$ cat src/sv/mlk_pkg.sv
package mlk_pkg;

    localparam int CharW    = 8;
    localparam int TimeW    = 16;
    localparam int GapW     = 4;
    localparam int UnitW    = 4;
    localparam int DurW     = TimeW + UnitW;
    localparam int OutDataW = 24;
    localparam int StepW    = 3;
    localparam int CfgIdxW  = 2;
    localparam int ElemW    = 2;
    localparam int LetterW  = 5;

    localparam logic [CharW-1:0] CharSpace = 8'h20;
    localparam logic [CharW-1:0] FoldMask  = 8'hDF;
    localparam logic [CharW-1:0] CharA     = 8'h41;
    localparam logic [CharW-1:0] CharZ     = 8'h5A;

    localparam logic [UnitW-1:0] UnitsDot  = 4'd1;
    localparam logic [UnitW-1:0] UnitsDash = 4'd3;

    localparam logic [TimeW-1:0] TimeBaseRst   = 16'd500;
    localparam logic [GapW-1:0]  ElementGapRst = 4'd5;
    localparam logic [GapW-1:0]  WordGapRst    = 4'd7;
    localparam logic [GapW-1:0]  LetterGapRst  = 4'd3;

    typedef enum logic [CfgIdxW-1:0] {
        REG_TIME_BASE,
        REG_ELEMENT_GAP,
        REG_WORD_GAP,
        REG_LETTER_GAP
    } cfg_reg_t;

    typedef enum logic [2:0] {
        C_NEXT,
        C_GOTO,
        C_WAIT,
        C_LETTER,
        C_SPACE,
        C_MORE
    } cond_t;

    typedef enum logic [2:0] {
        U_ZERO,
        U_ELEM,
        U_EGAP,
        U_LGAP,
        U_WGAP
    } unit_sel_t;

    // Step numbers of the control program.
    localparam logic [StepW-1:0] StepIdle     = 3'd0;
    localparam logic [StepW-1:0] StepIsLetter = 3'd1;
    localparam logic [StepW-1:0] StepIsSpace  = 3'd2;
    localparam logic [StepW-1:0] StepBad      = 3'd3;
    localparam logic [StepW-1:0] StepMark     = 3'd4;
    localparam logic [StepW-1:0] StepElemGap  = 3'd5;
    localparam logic [StepW-1:0] StepLetGap   = 3'd6;
    localparam logic [StepW-1:0] StepWordGap  = 3'd7;

    typedef struct packed {
        logic             emit;
        logic             lamp;
        logic             final_seg;
        logic             bad;
        logic             next_elem;
        unit_sel_t        unit;
        cond_t            cond;
        logic [StepW-1:0] target;
    } ucode_t;

    typedef struct packed {
        logic   load;
        logic   fire;
        ucode_t cw;
    } ctrl_t;

    typedef struct packed {
        logic is_letter;
        logic is_space;
        logic more;
        logic slot_free;
    } status_t;

    typedef struct packed {
        logic [ElemW-1:0] last_idx;
        logic [3:0]       dash;
    } pattern_t;

    function automatic ucode_t ucode(input logic [StepW-1:0] step);
        ucode_t w;
        w = '{emit: 1'b0, lamp: 1'b0, final_seg: 1'b0, bad: 1'b0, next_elem: 1'b0,
              unit: U_ZERO, cond: C_GOTO, target: StepIdle};
        case (step)
            StepIdle:
            begin
                w.cond = C_WAIT;
            end
            StepIsLetter:
            begin
                w.cond   = C_LETTER;
                w.target = StepMark;
            end
            StepIsSpace:
            begin
                w.cond   = C_SPACE;
                w.target = StepWordGap;
            end
            StepBad:
            begin
                w.emit      = 1'b1;
                w.bad       = 1'b1;
                w.final_seg = 1'b1;
            end
            StepMark:
            begin
                w.emit = 1'b1;
                w.lamp = 1'b1;
                w.unit = U_ELEM;
                w.cond = C_NEXT;
            end
            StepElemGap:
            begin
                w.emit      = 1'b1;
                w.unit      = U_EGAP;
                w.next_elem = 1'b1;
                w.cond      = C_MORE;
                w.target    = StepMark;
            end
            StepLetGap:
            begin
                w.emit      = 1'b1;
                w.unit      = U_LGAP;
                w.final_seg = 1'b1;
            end
            StepWordGap:
            begin
                w.emit      = 1'b1;
                w.unit      = U_WGAP;
                w.final_seg = 1'b1;
            end
            default:
            begin
                w.cond = C_GOTO;
            end
        endcase
        return w;
    endfunction

    // Bit e of dash is set when element e is a dash.
    function automatic pattern_t letter_pattern(input logic [LetterW-1:0] idx);
        pattern_t p;
        case (idx)
            5'd0:    p = '{2'd1, 4'b0010};
            5'd1:    p = '{2'd3, 4'b0001};
            5'd2:    p = '{2'd3, 4'b0101};
            5'd3:    p = '{2'd2, 4'b0001};
            5'd4:    p = '{2'd0, 4'b0000};
            5'd5:    p = '{2'd3, 4'b0100};
            5'd6:    p = '{2'd2, 4'b0011};
            5'd7:    p = '{2'd3, 4'b0000};
            5'd8:    p = '{2'd1, 4'b0000};
            5'd9:    p = '{2'd3, 4'b1110};
            5'd10:   p = '{2'd2, 4'b0101};
            5'd11:   p = '{2'd3, 4'b0010};
            5'd12:   p = '{2'd1, 4'b0011};
            5'd13:   p = '{2'd1, 4'b0001};
            5'd14:   p = '{2'd2, 4'b0111};
            5'd15:   p = '{2'd3, 4'b0110};
            5'd16:   p = '{2'd3, 4'b1011};
            5'd17:   p = '{2'd2, 4'b0010};
            5'd18:   p = '{2'd2, 4'b0000};
            5'd19:   p = '{2'd0, 4'b0001};
            5'd20:   p = '{2'd2, 4'b0100};
            5'd21:   p = '{2'd3, 4'b1000};
            5'd22:   p = '{2'd2, 4'b0110};
            5'd23:   p = '{2'd3, 4'b1001};
            5'd24:   p = '{2'd3, 4'b1101};
            5'd25:   p = '{2'd3, 4'b0011};
            default: p = '{2'd0, 4'b0000};
        endcase
        return p;
    endfunction

endpackage

$ cat src/sv/mlk_seq.sv
module mlk_seq (
    input  logic            clk,
    input  logic            rst_n,
    input  logic            s_tvalid,
    output logic            s_tready,
    input  mlk_pkg::status_t status,
    output mlk_pkg::ctrl_t  ctrl
);
    import mlk_pkg::*;

    logic [StepW-1:0] pc_reg;
    logic [StepW-1:0] pc_next;
    ucode_t           cw;
    logic             stall;
    logic             load;

    assign cw       = ucode(pc_reg);
    assign stall    = cw.emit && !status.slot_free;
    assign s_tready = (cw.cond == C_WAIT);
    assign load     = s_tready && s_tvalid;

    assign ctrl.load = load;
    assign ctrl.fire = !stall;
    assign ctrl.cw   = cw;

    always_comb
    begin
        pc_next = pc_reg;
        if (!stall)
        begin
            case (cw.cond)
                C_NEXT:   pc_next = pc_reg + 3'd1;
                C_GOTO:   pc_next = cw.target;
                C_WAIT:   pc_next = load ? (pc_reg + 3'd1) : pc_reg;
                C_LETTER: pc_next = status.is_letter ? cw.target : (pc_reg + 3'd1);
                C_SPACE:  pc_next = status.is_space ? cw.target : (pc_reg + 3'd1);
                C_MORE:   pc_next = status.more ? cw.target : (pc_reg + 3'd1);
                default:  pc_next = StepIdle;
            endcase
        end
    end

    always_ff @(posedge clk or negedge rst_n)
    begin
        if (!rst_n)
        begin
            pc_reg <= StepIdle;
        end
        else
        begin
            pc_reg <= pc_next;
        end
    end

endmodule

$ cat src/sv/mlk_dp.sv
module mlk_dp (
    input  logic                           clk,
    input  logic                           rst_n,
    input  logic [mlk_pkg::CharW-1:0]      character,
    input  logic [mlk_pkg::TimeW-1:0]      time_base,
    input  logic [mlk_pkg::GapW-1:0]       element_gap,
    input  logic [mlk_pkg::GapW-1:0]       word_gap,
    input  logic [mlk_pkg::GapW-1:0]       letter_gap,
    input  mlk_pkg::ctrl_t                 ctrl,
    output mlk_pkg::status_t               status,
    output logic                           out_valid,
    input  logic                           out_ready,
    output logic                           lamp_on,
    output logic [mlk_pkg::DurW-1:0]       duration,
    output logic                           bad_character,
    output logic                           final_segment
);
    import mlk_pkg::*;

    logic [CharW-1:0] char_reg;
    logic [ElemW-1:0] idx_reg;
    logic             valid_reg;
    logic             lamp_reg;
    logic [DurW-1:0]  dur_reg;
    logic             bad_reg;
    logic             final_reg;

    logic [CharW-1:0] folded;
    logic [CharW-1:0] letter_off;
    pattern_t         pat;
    logic [UnitW-1:0] units;
    logic [DurW-1:0]  product;
    logic             emit_now;

    assign folded     = char_reg & FoldMask;
    assign letter_off = folded - CharA;
    assign pat        = letter_pattern(letter_off[LetterW-1:0]);

    assign status.is_space  = (char_reg == CharSpace);
    assign status.is_letter = (folded >= CharA) && (folded <= CharZ);
    assign status.more      = (idx_reg != pat.last_idx);
    assign status.slot_free = !valid_reg || out_ready;

    always_comb
    begin
        case (ctrl.cw.unit)
            U_ELEM:  units = pat.dash[idx_reg] ? UnitsDash : UnitsDot;
            U_EGAP:  units = element_gap;
            U_LGAP:  units = letter_gap;
            U_WGAP:  units = word_gap;
            default: units = '0;
        endcase
    end

    assign product  = {{UnitW{1'b0}}, time_base} * {{TimeW{1'b0}}, units};
    assign emit_now = ctrl.fire && ctrl.cw.emit;

    always_ff @(posedge clk or negedge rst_n)
    begin
        if (!rst_n)
        begin
            valid_reg <= 1'b0;
        end
        else if (emit_now)
        begin
            valid_reg <= 1'b1;
        end
        else if (out_ready)
        begin
            valid_reg <= 1'b0;
        end
    end

    always_ff @(posedge clk)
    begin
        if (ctrl.load)
        begin
            char_reg <= character;
            idx_reg  <= '0;
        end
        else if (ctrl.fire && ctrl.cw.next_elem)
        begin
            idx_reg <= idx_reg + 2'd1;
        end
        if (emit_now)
        begin
            lamp_reg  <= ctrl.cw.lamp;
            dur_reg   <= product;
            bad_reg   <= ctrl.cw.bad;
            final_reg <= ctrl.cw.final_seg;
        end
    end

    assign out_valid     = valid_reg;
    assign lamp_on       = lamp_reg;
    assign duration      = dur_reg;
    assign bad_character = bad_reg;
    assign final_segment = final_reg;

endmodule

$ cat src/sv/morse_letter_keyer_core.sv
// A letter's first beat is registered from the mark step, which the program reaches
// from the idle step through the letter test; a space or any other code goes on through
// the space test to the word-gap or bad-code step. Then one beat per cycle while the output
// is taken, set by the control program that emits one segment per step and stalls otherwise.
// Reset (rst_n, asynchronous, active low) returns the program to its idle step, empties
// the output register and loads the timing registers with their default values.
module morse_letter_keyer_core (
    input  logic                              clk,
    input  logic                              rst_n,
    input  logic                              s_tvalid,
    output logic                              s_tready,
    input  logic [7:0]                        s_tdata,   // character
    output logic                              m_tvalid,
    input  logic                              m_tready,
    output logic [mlk_pkg::OutDataW-1:0]      m_tdata,   // lamp_on, duration, zero pad
    output logic                              m_tlast,
    output logic                              m_tuser,   // bad_character
    input  logic                              cfg_we,
    input  logic [mlk_pkg::CfgIdxW-1:0]       cfg_index,
    input  logic [mlk_pkg::TimeW-1:0]         cfg_data
);
    import mlk_pkg::*;

    logic [TimeW-1:0] time_base_reg;
    logic [GapW-1:0]  element_gap_reg;
    logic [GapW-1:0]  word_gap_reg;
    logic [GapW-1:0]  letter_gap_reg;

    ctrl_t            ctrl;
    status_t          status;
    logic             lamp_on;
    logic [DurW-1:0]  duration;

    always_ff @(posedge clk or negedge rst_n)
    begin
        if (!rst_n)
        begin
            time_base_reg   <= TimeBaseRst;
            element_gap_reg <= ElementGapRst;
            word_gap_reg    <= WordGapRst;
            letter_gap_reg  <= LetterGapRst;
        end
        else if (cfg_we)
        begin
            case (cfg_reg_t'(cfg_index))
                REG_TIME_BASE:   time_base_reg   <= cfg_data;
                REG_ELEMENT_GAP: element_gap_reg <= cfg_data[GapW-1:0];
                REG_WORD_GAP:    word_gap_reg    <= cfg_data[GapW-1:0];
                REG_LETTER_GAP:  letter_gap_reg  <= cfg_data[GapW-1:0];
                default:         ;
            endcase
        end
    end

    mlk_seq u_seq (
        .clk      (clk),
        .rst_n    (rst_n),
        .s_tvalid (s_tvalid),
        .s_tready (s_tready),
        .status   (status),
        .ctrl     (ctrl)
    );

    mlk_dp u_dp (
        .clk           (clk),
        .rst_n         (rst_n),
        .character     (s_tdata),
        .time_base     (time_base_reg),
        .element_gap   (element_gap_reg),
        .word_gap      (word_gap_reg),
        .letter_gap    (letter_gap_reg),
        .ctrl          (ctrl),
        .status        (status),
        .out_valid     (m_tvalid),
        .out_ready     (m_tready),
        .lamp_on       (lamp_on),
        .duration      (duration),
        .bad_character (m_tuser),
        .final_segment (m_tlast)
    );

    assign m_tdata = {{(OutDataW - DurW - 1){1'b0}}, duration, lamp_on};

endmodule
$ cat config.mk
export PLATFORM = sky130hd
export DESIGN_NAME = morse_letter_keyer_core
export DESIGN_NICKNAME = d
export VERILOG_FILES = /design/src/sv/mlk_pkg.sv /design/src/sv/mlk_seq.sv /design/src/sv/mlk_dp.sv /design/src/sv/morse_letter_keyer_core.sv
export SDC_FILE = /design/constraint.sdc
export NUM_CORES = 1
export LEC_CHECK = 0
export BUFFER_PORTS_ARGS = -buffer_cell sky130_fd_sc_hd__buf_2
export CORE_MARGIN = 4
export CORE_UTILIZATION = 50
export CTS_BUF_LIST = sky130_fd_sc_hd__clkbuf_8
export CTS_CLUSTER_SIZE = 40
export DETAILED_ROUTE_END_ITERATION = 16
export MAX_ROUTING_LAYER = met4
export PLACE_DENSITY_LB_ADDON = 0.15
export SLEW_MARGIN = 20
export SYNTH_ARGS = -nofsm -noshare
export SYNTH_HDL_FRONTEND = slang
export SYNTH_SLANG_ARGS = --single-unit
export TNS_END_PERCENT = 50
$ cat constraint.sdc
create_clock -name clk -period 14.46 [get_ports clk]
set_input_delay 0.723 -clock clk [delete_from_list [all_inputs] [get_ports clk]]
set_output_delay 0.723 -clock clk [all_outputs]
set_load 0.05 [all_outputs]
# Word level (Yosys, flattened, before mapping)
# Memories as Yosys holds them, arrays and structs flattened.
# Index checks and enable logic that the tools add are counted.
# op_classes
reduce_logical	21
n_mul	1
n_eq_ne	22
n_addsub	3
order_cmp	3
n_mux	19
bitwise_logic	1
# ops
operator	n
equality test 3 bit (second input constant)	7
multiplier 16 x 4 -> 20 bit	1
equality test 3 x 2 -> 1 bit (second input constant)	6
case mux 3 bit (6 select lines)	1
case mux 4 bit (4 select lines)	1
case mux 3 bit (5 select lines)	1
two-way mux 3 bit	4
case mux 3 bit (4 select lines)	1
AND reduction 2 bit	5
equality test 3 x 1 -> 1 bit (second input constant)	3
equality test 8 x 6 -> 1 bit (second input constant)	1
greater-or-equal comparator 8 x 7 -> 1 bit (second input constant)	1
less-or-equal comparator 8 x 7 -> 1 bit (second input constant)	1
two-way mux 1 bit	8
logical NOT 3 bit	2
case mux 3 bit (2 select lines)	1
logical AND 1 bit	5
OR reduction 5 bit	1
subtractor 5 x 1 -> 5 bit (second input constant)	1
equality test 2 bit (second input constant)	2
adder 3 x 1 -> 3 bit (second input constant)	1
logical NOT 1 bit	3
< comparator 2 x 3 -> 1 bit (second input constant)	1
OR reduction 3 bit	1
11 further kinds	11
# totals
reg_bits	65
inputBits	31
rom_bits	192
memories	1
# memory_table
name	words	width	read_ports	rd_clocked_by_memory_dff	write_ports	line_no	rtl
(name not given)	32	6	1	0	0	mlk_pkg.sv:153	case (idx)

# Depth between registers and ports, before layout
# depth
word_depth	7
depth_mapped	25
mapped_depth_nobuf	21

# Hierarchy
# A second synthesis with hierarchy kept.
# hier_totals
cells_unflattened	602
hier_area_um2	5930.7
# by_module_without_submodules
module	area_per_inst_um2	n_inst	cells_each	seq_area_each_um2
mlk_dp	4231.6	1	470	996.0
morse_letter_keyer_core	1119.8	1	66	716.9
mlk_seq	579.3	1	66	75.1

# Worst setup path after synthesis
# No wires, ideal clock.
# synth_path
kind	flip-flop to flip-flop
from	register u_dp.char_reg[0]
to	register u_dp.dur_reg[17], in the netlist u_dp.duration[17] (data pin)
slack_ns	8.623
setup_ns	0.259
path_stages_with_launch	25
t_arrival_ns	5.578
t_required_ns	14.201
path_buffers	4
path_cell_list	edfxtp_1 -> clkbuf_1 -> inv_1 -> ha_1 -> buf_2 -> clkbuf_1 -> nor3b_1 -> a21oi_1 -> a2bb2oi_1 -> a31oi_1 -> o311ai_0 -> a31oi_1 -> buf_2 -> and2_1 -> fa_1 -> inv_1 -> fa_1 -> inv_1 -> ha_1 -> and3_1 -> a211o_1 -> a31o_2 -> a221oi_1 -> o21ai_0 -> xnor2_1
# synth_between
elab_chain_len	7
# synth_rtl
element	line_no	rtl
from (decl)	mlk_dp.sv:20	logic [CharW-1:0] char_reg;
from (signal assigned)	mlk_dp.sv:78	char_reg <= character;
subtractor 5 x 1 -> 5 bit	mlk_dp.sv:36	assign letter_off = folded - CharA;
memory (32 x 6 bit)	n/a	
binary-select mux 1 bit (select 2 bit)	mlk_dp.sv:47	U_ELEM: units = pat.dash[idx_reg] ? UnitsDash : UnitsDot;
two-way mux 1 bit (implied by the code)	mlk_dp.sv:47	
two-way mux 2 bit	mlk_dp.sv:47	
case mux 4 bit (4 select lines)	mlk_dp.sv:46	case (ctrl.cw.unit)
multiplier 16 x 4 -> 20 bit	mlk_dp.sv:55	assign product = {{UnitW{1'b0}}, time_base} * {{TimeW{1'b0}}, units};
via u_dp.product[17]	mlk_dp.sv:32	logic [DurW-1:0] product;
to (signal assigned)	mlk_dp.sv:88	dur_reg <= product;
to (decl)	mlk_dp.sv:24	logic [DurW-1:0] dur_reg;
# The timed path passes the listed nets, and every way through them passes these cells. The select of a mux whose other input is x is not followed.
# A chain may end at the register's enable or synchronous reset.

# Worst setup path after layout
# Same ends and word-level chain as after synthesis.

==> metrics.txt <==
All-Layer GR Usage 0.200; Slew HR 0.347; outcome finished clean; Arrival @ worst endpoint 7.23 ns; final worst-path cycle share 0.493; GRT Residual Overflow 0; max FFs per register 20; Setup CP Type flop to flop; ratio of cells with drive above 1 in the final layout 0.221; routed len/inst 16.0 microns; final setup vio count 0; die height 113 microns; clock-pin transition on the worst setup and hold timing paths 0.08 ns; antenna violations before repair 0; Num CTS Buffers 9; Rows 38; # diodes 0; WP data required 14.56 ns; vias post-DR 4178; slowest cell delay on critical path 0.72 ns; DP Wirelength 9220 microns; Post-synth ARST share 0.492; Pleak 2.75 nW; number of global-route vias before repair 4163; gpl congestion 0.901; count of cell types in the netlist 71; Clock Latency Late Sink 0.35 ns; # fillers 1001; initial core utilization 0.509; Iteration-0 DRC Markers 266; root buf cell clkbuf_8; CTS Hold Bufs 0; clock sinks 65; die width 113 microns; Post-CTS Resized 0; final hold vios 0; # IOs 59; setup TNS 0 ns; Final min period 7.13 ns; Seq/Total Area, Yosys 0.324; final layout net count 704; synth warn 0; clock tree buffer depth 2; critical path endpoint category flop; Mapped Cells 559; Max Cap Viol 0; Post-Route WL 12000 microns; DRT Pass-1 Iters 5; post-route ant nets 0; htree depth 3; Port-buffer cells 55; first-pass GRT wire length 20100 microns; FF+latch count, synth 65; core area 10800 sq um; worst slew pin tran 0.976 ns; Max Slew Vio Count 0; area grow syn2layout 10.4%; largest net degree at the start of global routing 33; Peak VDD IR 0.000121 V; Max FO, Critical Path 26; number of synthesized flops with an enable pin 31; detailed-route DRC error count 0; Layout Skew 0.0105 ns; critical path cell sequence inv_1 -> ha_1 -> nor3b_2 -> xor2_2 -> o311ai_0 -> o211ai_1 -> o211ai_1 -> a31oi_2 -> nand2_1 -> fa_1 -> inv_1 -> fa_1 -> ha_1 -> a21o_1 -> a21oi_1 -> o21bai_1 -> a31o_2 -> a221oi_1 -> o21ai_0 -> xnor2_1; CTS tree done; Max Freq 140 MHz; Mapped Area 5520 sq um; syn_area_per_cell 9.87 sq um; Final Power 0.00110 W; Via density 5.56; Hold Path Class primary input to async pin; PD cells 180 nW/um^2; Slowest-stage cell, CP ha_1; crit start category flop; Post-synth top flop edfxtp_1; unrepaired setup endpoints after global routing no; Post-CTS Setup Repair Bufs 0; Die ar. 12800 sq um
[cell type report]
type | count | area, sq um | area share
Inverter | 64 | 240 | 0.0394
Timing Repair Buffer | 58 | 298 | 0.0489
Sequential cell | 65 | 1790 | 0.293
Tap cell | 140 | 175 | 0.0288
Clock buffer | 9 | 124 | 0.0203
Clock inverter | 7 | 76.3 | 0.0125
Multi-Input combinational cell | 408 | 3390 | 0.557
[cell usage in the layout (no fill, tap or decap), types with 9 or more instances in the layout]
master | netlist | final
inv_1 | 64 | 64
buf_2 | 3 | 55
and2_1 | 51 | 51
nand2_1 | 40 | 40
ha_1 | 39 | 39
edfxtp_1 | 31 | 31
mux2_2 | 30 | 30
a21oi_1 | 30 | 29
fa_1 | 28 | 28
nor2_1 | 19 | 19
dfrtp_1 | 19 | 19
xnor2_1 | 17 | 17
o21ai_0 | 16 | 16
dfstp_2 | 13 | 13
nand3_1 | 12 | 12
clkbuf_8 | 0 | 9
[cells in the mapped netlist (all sizes together) (8+ instances only)]
master  instances  area share
inv            64       0.044
and2           52       0.059
nand2          40       0.027
ha             39       0.088
edfxtp         31        0.17
a21oi          30       0.027
mux2           30       0.061
fa             28        0.10
dfrtp          19       0.086
nor2           19       0.013
xnor2          17       0.027
o21ai          16       0.015
clkbuf         14      0.0095
dfstp          13       0.062
nand3          12       0.011
buf            10       0.012
nand2b          8      0.0091
[worst max-delay path, delay by kind of cell (launching register included)]
kind | cells | cell delay (ns)
buf+inv | 2 | 0.35
simple gates | 2 | 0.57
flops | 1 | 0.64
compound gates | 10 | 2.66
fa+ha+maj | 4 | 2.09
xor+xnor | 2 | 0.55
[worst paths after layout]
kind / start / endpoint / slack (ns) / cells after the start
worst max-delay path: u_dp.char_reg[0] / u_dp.duration[17] / 7.33 / 20
worst min-delay path: rst_n / time_base_reg[11] / 0.43 / 1
worst max register to register: u_dp.char_reg[0] / u_dp.duration[17] / 7.33 / 20
worst min register to register: element_gap_reg[3] / element_gap_reg[3] / 0.52 / 1
max in group asynchronous: rst_n / time_base_reg[10] / 13.55 / 1
min in group clk: element_gap_reg[3] / element_gap_reg[3] / 0.52 / 1
[cells by family (layout without fill, tap and decap cells)]
kind of cell / count (synthesis) / count (layout) / synth area share
AO/OA/AOI/OAI: 121 / 121 / 0.159
XOR/XNOR: 22 / 22 / 0.0363
adder cells (fa/ha/maj): 67 / 67 / 0.190
buffers and inverters: 88 / 138 / 0.0653
flip-flops: 65 / 65 / 0.324
multiplexers: 31 / 31 / 0.0631
other: 1 / 3 / 0.000680
AND/OR/NAND/NOR: 164 / 164 / 0.161
[report_power, final]
part	switching, W	leakage [nW]	internal [W]
sequential	0.0000478	0.675	0.000281
combinational	0.000400	1.97	0.000203
clock	0.0000822	0.105	0.0000816
[per-layer routing]
layer,vias up,track usage,part of all wire
met1,2003,0.266,0.46
met4,0,0.0625,0.017
met3,18,0.0294,0.045
met2,114,0.317,0.48
met5,-,-,0
li1,2043,-,-
[metrics by stage]
step | hold WS [ns] | instances | worst slack [ns] | area (sq um) | utilization
2_1_floorplan | 0.427 | 561 | 8.62 | 5520 | -
3_3_place_gp | 0.488 | 735 | 7.40 | 5890 | 0.543
3_5_place_dp | 0.504 | 735 | 6.98 | 5890 | 0.543
4_1_cts | 0.451 | 751 | 6.98 | 6090 | 0.561
5_1_grt | 0.481 | 751 | 6.83 | 6090 | 0.562
6_report | 0.433 | 751 | 7.33 | 6090 | 0.562
No activity file was read; power rests on OpenSTA's default activity.
